===== src/fpsct_pkg.sv =====
// Package for the fixed-point sine/cosine/tangent block: types, constants and helpers.
// No dependencies.
`timescale 1ns / 1ps
package fpsct_pkg;

	localparam int unsigned FracBitsDef = 32;
	localparam int unsigned MaxTermsDef = 7;
	localparam logic [63:0] PiQ62 = 64'hC90FDAA22168C235;

	typedef enum logic [1:0] {
		MODE_SIN = 2'd0,
		MODE_COS = 2'd1,
		MODE_TAN = 2'd2,
		MODE_NONE = 2'd3
	} mode_t;

	// Shared unit operations
	typedef enum logic [2:0] {
		OP_MUL = 3'd0,
		OP_DIVK = 3'd1,
		OP_MOD = 3'd2,
		OP_DIV = 3'd3,
		OP_NOP = 3'd4
	} op_t;

	typedef struct packed {
		logic start;
		op_t op;
		logic [63:0] a;
		logic [63:0] b;
	} unit_req_t;

	typedef struct packed {
		logic done;
		logic [63:0] res;
	} unit_rsp_t;

	function automatic logic [7:0] series_div(input logic [2:0] i);
		logic [7:0] r;
		begin
			unique case (i)
				3'd0: r = 8'd6;
				3'd1: r = 8'd20;
				3'd2: r = 8'd42;
				3'd3: r = 8'd72;
				3'd4: r = 8'd110;
				3'd5: r = 8'd156;
				3'd6: r = 8'd210;
				default: r = 8'd1;
			endcase
			return r;
		end
	endfunction

	function automatic logic [63:0] mag64(input logic [63:0] v);
		return v[63] ? (64'd0 - v) : v;
	endfunction

endpackage


===== src/fpsct_seq.sv =====
// Sequencer: reduction, quadrant fold, Taylor series and tangent division over the shared unit.
// Depends on fpsct_pkg.
`timescale 1ns / 1ps
module fpsct_seq import fpsct_pkg::*; #(
	parameter int unsigned FRAC_BITS = FracBitsDef,
	parameter int unsigned MAX_TERMS = MaxTermsDef
) (
	input logic clk,
	input logic arst_n,
	input logic start,
	input logic [1:0] mode,
	input logic [63:0] angle,
	input logic hold,
	output logic busy,
	output logic done,
	output logic [63:0] result,
	output logic tan_guarded,
	output unit_req_t req,
	input unit_rsp_t rsp
);
	localparam logic [63:0] Pi = 64'((PiQ62 + (64'd1 << (61 - FRAC_BITS))) >> (62 - FRAC_BITS));
	localparam logic [63:0] Half = 64'((PiQ62 + (64'd1 << (62 - FRAC_BITS))) >> (63 - FRAC_BITS));
	localparam logic [63:0] Two = 64'((PiQ62 + (64'd1 << (60 - FRAC_BITS))) >> (61 - FRAC_BITS));
	localparam logic [63:0] Thr = 64'd1 << (FRAC_BITS - 24);
	localparam logic [63:0] Guard = 64'd1 << (FRAC_BITS - 20);

	typedef enum logic [10:0] {
		S_IDLE = 11'b00000000001,
		S_RED = 11'b00000000010,
		S_FOLD = 11'b00000000100,
		S_X2 = 11'b00000001000,
		S_CHK = 11'b00000010000,
		S_TMUL = 11'b00000100000,
		S_TDIV = 11'b00001000000,
		S_SDONE = 11'b00010000000,
		S_TQ = 11'b00100000000,
		S_OUT = 11'b01000000000,
		S_WAIT = 11'b10000000000
	} state_t;

	state_t state_q;
	state_t ret_q;
	logic [1:0] mode_q;
	logic [63:0] angle_q;
	logic [63:0] red_q;
	logic [63:0] x_q;
	logic [63:0] x2_q;
	logic [63:0] term_q;
	logic [63:0] sum_q;
	logic [2:0] idx_q;
	logic neg_q;
	logic pass_q;
	logic [63:0] sin_q;
	logic [63:0] res_q;
	logic guard_q;
	logic done_q;

	logic [63:0] r_mod;
	logic [63:0] n_val;
	logic [63:0] n_cos;

	always_comb begin
		// Signed remainder from unsigned modulo of the magnitude
		r_mod = angle_q[63] ? (64'd0 - rsp.res) : rsp.res;
		if ($signed(r_mod) < 0)
			r_mod = r_mod + Two;
		n_cos = red_q + Half;
		if (n_cos >= Two)
			n_cos = n_cos - Two;
		n_val = pass_q ? n_cos : red_q;
	end

	always_ff @(posedge clk or negedge arst_n) begin
		if (!arst_n) begin
			state_q <= S_IDLE;
			done_q <= 1'b0;
			req.start <= 1'b0;
		end else begin
			done_q <= 1'b0;
			req.start <= 1'b0;
			unique case (state_q)
				S_IDLE: begin
					if (start) begin
						mode_q <= mode;
						angle_q <= angle;
						req <= '{start: 1'b1, op: OP_MOD, a: mag64(angle), b: Two};
						state_q <= S_WAIT;
						ret_q <= S_RED;
					end
				end
				S_WAIT: begin
					if (rsp.done)
						state_q <= ret_q;
				end
				S_RED: begin
					red_q <= r_mod;
					pass_q <= (mode_q == MODE_COS);
					if (mode_q == MODE_NONE) begin
						res_q <= '0;
						guard_q <= 1'b0;
						state_q <= S_OUT;
					end else
						state_q <= S_FOLD;
				end
				S_FOLD: begin
					// Quadrant fold of n
					if (n_val <= Half) begin
						x_q <= n_val; neg_q <= 1'b0;
					end else if (n_val <= Pi) begin
						x_q <= Pi - n_val; neg_q <= 1'b0;
					end else if (n_val <= Pi + Half) begin
						x_q <= n_val - Pi; neg_q <= 1'b1;
					end else begin
						x_q <= Two - n_val; neg_q <= 1'b1;
					end
					state_q <= S_X2;
				end
				S_X2: begin
					req <= '{start: 1'b1, op: OP_MUL, a: x_q, b: x_q};
					term_q <= x_q;
					sum_q <= x_q;
					idx_q <= '0;
					state_q <= S_WAIT;
					ret_q <= S_CHK;
				end
				S_CHK: begin
					if (idx_q == 3'd0)
						x2_q <= rsp.res;
					if (32'(idx_q) < MAX_TERMS && mag64(term_q) > Thr) begin
						req <= '{start: 1'b1, op: OP_MUL, a: term_q,
							b: (idx_q == 3'd0) ? rsp.res : x2_q};
						state_q <= S_WAIT;
						ret_q <= S_TMUL;
					end else
						state_q <= S_SDONE;
				end
				S_TMUL: begin
					req <= '{start: 1'b1, op: OP_DIVK, a: rsp.res,
						b: 64'(series_div(idx_q))};
					state_q <= S_WAIT;
					ret_q <= S_TDIV;
				end
				S_TDIV: begin
					term_q <= rsp.res;
					sum_q <= idx_q[0] ? (sum_q + rsp.res) : (sum_q - rsp.res);
					idx_q <= idx_q + 3'd1;
					state_q <= S_CHK;
				end
				S_SDONE: begin
					if (mode_q == MODE_TAN && !pass_q) begin
						// Sine done; run the cosine pass
						sin_q <= neg_q ? (64'd0 - sum_q) : sum_q;
						pass_q <= 1'b1;
						state_q <= S_FOLD;
					end else if (mode_q == MODE_TAN) begin
						res_q <= '0;
						guard_q <= 1'b0;
						if (mag64(neg_q ? (64'd0 - sum_q) : sum_q) < Guard) begin
							guard_q <= 1'b1;
							state_q <= S_OUT;
						end else begin
							req <= '{start: 1'b1, op: OP_DIV, a: sin_q,
								b: neg_q ? (64'd0 - sum_q) : sum_q};
							state_q <= S_WAIT;
							ret_q <= S_TQ;
						end
					end else begin
						res_q <= neg_q ? (64'd0 - sum_q) : sum_q;
						guard_q <= 1'b0;
						state_q <= S_OUT;
					end
				end
				S_TQ: begin
					res_q <= rsp.res;
					state_q <= S_OUT;
				end
				S_OUT: begin
					// Hold the result until the output register is free
					if (!hold) begin
						done_q <= 1'b1;
						state_q <= S_IDLE;
					end
				end
				default: state_q <= S_IDLE;
			endcase
		end
	end

	assign busy = (state_q != S_IDLE);
	assign done = done_q;
	assign result = res_q;
	assign tan_guarded = guard_q;
endmodule


===== config.mk =====
export PLATFORM = sky130hd
export DESIGN_NAME = fpsct_seq
export DESIGN_NICKNAME = d
export VERILOG_FILES = /design/src/fpsct_pkg.sv /design/src/fpsct_seq.sv
export SDC_FILE = /design/constraint.sdc
export NUM_CORES = 2
export LEC_CHECK = 0
export BUFFER_PORTS_ARGS = -buffer_cell sky130_fd_sc_hd__buf_2
export CAP_MARGIN = 20
export CORE_ASPECT_RATIO = 0.5
export CORE_MARGIN = 5
export CORE_UTILIZATION = 40
export CTS_CLUSTER_DIAMETER = 200
export DETAILED_ROUTE_END_ITERATION = 10
export GPL_TIMING_DRIVEN = 0
export PLACE_DENSITY = 0.69
export SKIP_CTS_REPAIR_TIMING = 1
export SYNTH_ARGS = -nofsm -noshare
export SYNTH_HDL_FRONTEND = slang
export SYNTH_SLANG_ARGS = --single-unit

===== constraint.sdc =====
create_clock -name clk -period 15.8 [get_ports clk]
set_clock_uncertainty 0.1 [all_clocks]
set_input_delay 1.58 -clock clk [delete_from_list [all_inputs] [get_ports clk]]
set_output_delay 1.58 -clock clk [all_outputs]
set_load 0.005 [all_outputs]

Word-level counts from Yosys, hierarchy flattened
Cells that the tools add are included.

word-level totals
  bits in registers = 675
  bits of input ports = 135
  word-level logic and storage cells = 144

cells by class
  $add $sub $neg = 14
  magnitude comparators = 8
  eq/ne operators = 30
  muxes and demuxes = 52
  reduce and logical (&&, ||, !) cells = 20

operators with widths
  operator                                                      number
  two-way mux 64 bit                                            16
  two-way mux 132 bit                                           5
  case mux 132 bit (5 select lines)                             1
  subtractor 1 x 64 -> 64 bit, first input constant             5
  case mux 64 bit (2 select lines)                              2
  case mux 64 bit (3 select lines)                              1
  two-way mux 11 bit                                            12
  case mux 11 bit (10 select lines)                             1
  adder 64 x 33 -> 64 bit, second input constant                1
  adder 64 x 35 -> 64 bit, second input constant                1
  adder 64 bit                                                  1
  >= comparator 64 x 35 -> 1 bit, second input constant         1
  > comparator 64 x 9 -> 1 bit, second input constant           1
  <= comparator 64 x 33 -> 1 bit, second input constant         1
  <= comparator 64 x 34 -> 1 bit, second input constant         1
  <= comparator 64 x 35 -> 1 bit, second input constant         1
  less-than comparator 64 x 1 -> 1 bit, second input constant   1
  less-than comparator 64 x 13 -> 1 bit, second input constant  1
  subtractor 34 x 64 -> 64 bit, first input constant            1
  subtractor 35 x 64 -> 64 bit, first input constant            1
  subtractor 64 x 34 -> 64 bit, second input constant           1
  subtractor 64 x 35 -> 64 bit, second input constant           1
  subtractor 64 bit                                             1
  case mux 8 bit (7 select lines)                               1
  other kinds (36)                                              65

Longest topological paths before layout
  word-level depth = 9
  gate-level depth with buffers = 32
  gate-level depth less buffers = 30

Least setup slack after synthesis
No wires, ideal clock.

  path type = reg-to-reg
  from = register sum_q[1]
  to = register req[0] (netlist name), enable pin
  library setup time = 0.796 ns
  data arrival time = 13.746 ns
  setup slack = 1.158 ns
  cell stages (with the launch flop) = 22
  period minus slack after synthesis = 14.642 ns
  cells stage by stage = edfxtp_1 > inv_1 > ha_1 > or3b_2 > clkbuf_1 > o41ai_1 > xor2_1 > inv_1 > or3_1 > nor4_1 > nand3b_1 > nor4_1 > and4_1 > clkbuf_1 > and3_1 > a311oi_1 > a31o_1 > nand4_1 > nor4_1 > nand3_1 > nor2_1 > nor3_1

on the way
  word-level cells in the longest chain between the ends = 7

RTL lines
  what                                       line              text
  start, declared                            fpsct_seq.sv:49   logic [63:0] sum_q;
  start signal, assigned                     fpsct_seq.sv:121  sum_q <= x_q;
  start signal, assigned                     fpsct_seq.sv:145  sum_q <= idx_q[0] ? (sum_q + rsp.res) : (sum_q - rsp.res);
  subtractor 1 x 64 -> 64 bit                fpsct_seq.sv:158  if (mag64(neg_q ? (64'd0 - sum_q) : sum_q) < Guard) begin
  two-way mux 64 bit (*)                     fpsct_seq.sv:158
  subtractor 1 x 64 -> 64 bit                fpsct_pkg.sv:56   return v[63] ? (64'd0 - v) : v;
  two-way mux 64 bit (*)                     fpsct_pkg.sv:56
  less-than comparator 64 x 13 -> 1 bit (*)  fpsct_seq.sv:158
  inequality test 2 bit (no line) (*)        n/a
  AND reduction 7 bit (no line) (*)          n/a
  end signal, assigned                       fpsct_seq.sv:130  req <= '{start: 1'b1, op: OP_MUL, a: term_q,
  end signal, assigned                       fpsct_seq.sv:138  req <= '{start: 1'b1, op: OP_DIVK, a: rsp.res,
  end signal, assigned                       fpsct_seq.sv:162  req <= '{start: 1'b1, op: OP_DIV, a: sin_q,
  end, declared                              fpsct_seq.sv:18   output unit_req_t req,

Mark *: on every way between the ends. The rest lies on a longest branch, timed or not.
A chain may end at the register's enable or synchronous reset.

Final worst setup path
  from = register sum_q[0]
  to = register req[32] (netlist name) (data pin)

on the way
  word-level cells in the longest chain between the ends = 6

RTL lines
  what                               line              text
  subtractor 1 x 64 -> 64 bit        fpsct_seq.sv:163  b: neg_q ? (64'd0 - sum_q) : sum_q};
  two-way mux 64 bit                 fpsct_seq.sv:163
  two-way mux 132 bit                fpsct_seq.sv:158
  two-way mux 132 bit                fpsct_seq.sv:155  end else if (mode_q == MODE_TAN) begin
  two-way mux 132 bit                fpsct_seq.sv:150  if (mode_q == MODE_TAN && !pass_q) begin
  case mux 132 bit (5 select lines)  fpsct_seq.sv:81   unique case (state_q)
  end signal, assigned               fpsct_seq.sv:86   req <= '{start: 1'b1, op: OP_MOD, a: mag64(angle), b: Two};
  end signal, assigned               fpsct_seq.sv:138
  end signal, assigned               fpsct_seq.sv:162

No other way between the ends. The select of a mux whose other input is x is not followed.

==> results_dict.tcl <==
set metrics [dict create \
    status "finished clean" \
    grt_setup_unrepaired "false" \
    synth_area_leader_cell "edfxtp_1" \
    crit_fanout 10 \
    clkSlewWorstSetupHoldPaths_ns 0.07 \
    ys_seq_area_frac 0.392 \
    ir_drop_mv 0.0890 \
    gp_congestion 1.12 \
    syn_to_final_growth_pct 13.1 \
    crit_buf_inv 7 \
    fill_cells 11100 \
    dpl_cell_area_sq_um 50200 \
    min_path_type "reg -> reg" \
    core_sq_um 115000 \
    fin_crit_ns 10.64 \
    numCtsBuffers 58 \
    synth-seq-cells 605 \
    synthArstFlopShare 0.0215 \
    drt_iter0_markers 8462 \
    critical-path-slowest-cell "xor2_1" \
    die_x_um 491 \
    clk_latency_ns 0.70 \
    syn_nets 5432 \
    powerDensity_nw_per_um2 86.7 \
    initial_utilization 0.402 \
    drtAntennaViolNets 0 \
    drcViolationCount 0 \
    drive_gt1_frac 0.122 \
    die_y_um 250 \
    relSlewSlack 0.102 \
    period_share 0.674 \
    setup_viol 0 \
    via_count 47100 \
    die-area_sq_um 123000 \
    critPathArrivalTime_ns 10.85 \
    htreeDepth 2 \
    cts_tree "built" \
    synth.area.top_cells "edfxtp_1, nand2_1, xnor2_1" \
    detail_route.wl_per_cell_um 30.9 \
    end_kind "flip-flop" \
    first_pass_iters 10 \
    grt_pass1_vias 41200 \
    rows 88 \
    hold_viol 0 \
    critical_path.max_stage_delay_ns 0.94 \
    worst_path_most_repeated_cell "nor4_1" \
    grt_max_degree 65 \
    netlist.area_leader.share 0.384 \
    vias_per_cell 6.53 \
    grt_overflow_total 0 \
    synthFlopType "edfxtp_1" \
    cts-root-buf "clkbuf_16" \
    path_delay_family "simple AND/OR/NAND/NOR gates" \
    track_usage 0.343 \
    numPortBuffers 295 \
    antenna_found_initial 27 \
    fin_area_sq_um 52300 \
    ctsLongestPathBuffers 3 \
    synthCells 5216 \
    yosys.cell_count.top_type "nand2_1" \
    regArea_sq_um 18100 \
    maxCapViolCount 0 \
    cp-start-kind "flip-flop" \
    p_leak_nw 18.2 \
    avgSynthCellArea_sq_um 8.87 \
    cts.sinks 605 \
    maxSlewViolCount 0 \
    syn_area_sq_um 46200 \
    synth_warnings 0 \
    synthTopCellsByCount "nand2_1, edfxtp_1, o21ai_0, nor2_1, clkbuf_1" \
    critical_path_class "reg -> reg" \
    multi_input_area_sq_um 26200 \
    fin_nets 5832 \
    ys_types 128 \
    hpwl_um 180000 \
    synth_edf_count 592 \
    grt_pass1_wl_um 306000 \
    wirelength_um 223000 \
    fmax_mhz 94.0 \
    io_pins 334 \
    power.total_w 0.00454 \
    worst_pin_slew_ns 1.35 \
    critPathRequiredTime_ns 16.01 \
]
[where the power goes]
group          switching [W]  total [W]  internal [W]  leakage, nW
Clock               0.000694    0.00151      0.000819        0.937
Sequential         0.0000476    0.00198       0.00193         5.59
Combinational       0.000703    0.00104      0.000339         11.6
Total                0.00144    0.00454       0.00309         18.2
[area by class of cell]
cell class                 count  area share
inverter                     136     0.00976
tap                         1530      0.0366
clock inverter                44     0.00981
sequential                   605       0.346
multi-input combinational   4124       0.501
antenna                       18    0.000861
buffer                       351      0.0283
clock buffer                  63      0.0283
timing repair buffer         340      0.0389
[layout by cell type (no fill, tap or decap), drive strengths merged, types with 20 or more instances in the layout]
master	instances
a222oi	60
nand3	190
xnor2	266
xor2	238
nor3	151
a221o	22
inv	141
a31oi	36
ha	80
o31ai	76
a211oi	39
o2111ai	26
or3	79
clkbuf	337
nand2	746
and2	49
nor4	74
nor3b	21
a21oi	214
nand2b	60
o22ai	36
mux2i	28
and3	48
o21ai	416
nand4	68
o21a	43
edfxtp	592
a221oi	25
nor2	354
mux2	70
o21bai	21
buf	417
a2111oi	20
a22oi	60
o41ai	31
or2	45
o211ai	48
nor2b	36
or4	52
a21o	37
[routing by layer]
layer / track usage / share of wire
met4: 0.130 / 0.046
met2: 0.460 / 0.38
met5: 0 / 0.00031
met1: 0.478 / 0.40
met3: 0.154 / 0.17
[worst paths after layout]
check	startpoint	to	slack [ns]	depth (start not counted)
setup / recovery	sum_q[0]	req[32]	5.16	25
setup reg to reg	sum_q[0]	req[32]	5.16	25
hold reg to reg	ret_q[4]	state_q[4]	0.35	2
max in group asynchronous	arst_n	state_q[0]	14.53	1
hold / removal	ret_q[4]	state_q[4]	0.35	2
min in group asynchronous	arst_n	state_q[7]	0.75	1
[flip-flops by register name (all words and copies together) (netlist names), 2 cells and up]
register  flops
x2_q         64
term_q       64
x_q          64
sin_q        64
idx_q         3
red_q        64
req         131
sum_q        64
result       64
ret_q         5
mode_q        2
state_q      11
[cells by family after synthesis]
group	synth area share
mux	0.0231
simple gates	0.217
compound gates	0.207
fa+ha+maj	0.0223
xor+xnor	0.0956
buf+inv	0.0430
other cells	0.0000811
flops	0.392
[per-stage QoR]
stage,setup TNS (ns),utilization,setup WS [ns],cells,hold WS (ns)
CTS,0,0.454,5.87,7191,0.348
global route,0,0.454,5.36,7207,0.372
floorplan,0,-,1.16,5216,0.323
detailed placement,0,0.437,5.88,7084,0.341
finish,0,0.454,5.16,7211,0.348
global placement,-991.32,0.431,-7.37,7041,0.328
[worst register-to-register path: cells and delay by family (launching register included)]
| kind | cells | cell delay [ns] |
|---|---|---|
| adder cells (fa/ha/maj) | 1 | 0.29 |
| AO/OA/AOI/OAI | 5 | 1.32 |
| AND/OR/NAND/NOR | 11 | 4.40 |
| XOR/XNOR | 1 | 0.94 |
| buffers and inverters | 7 | 2.67 |
| flip-flops | 1 | 0.58 |
Power figures use the tool's default switching activity.
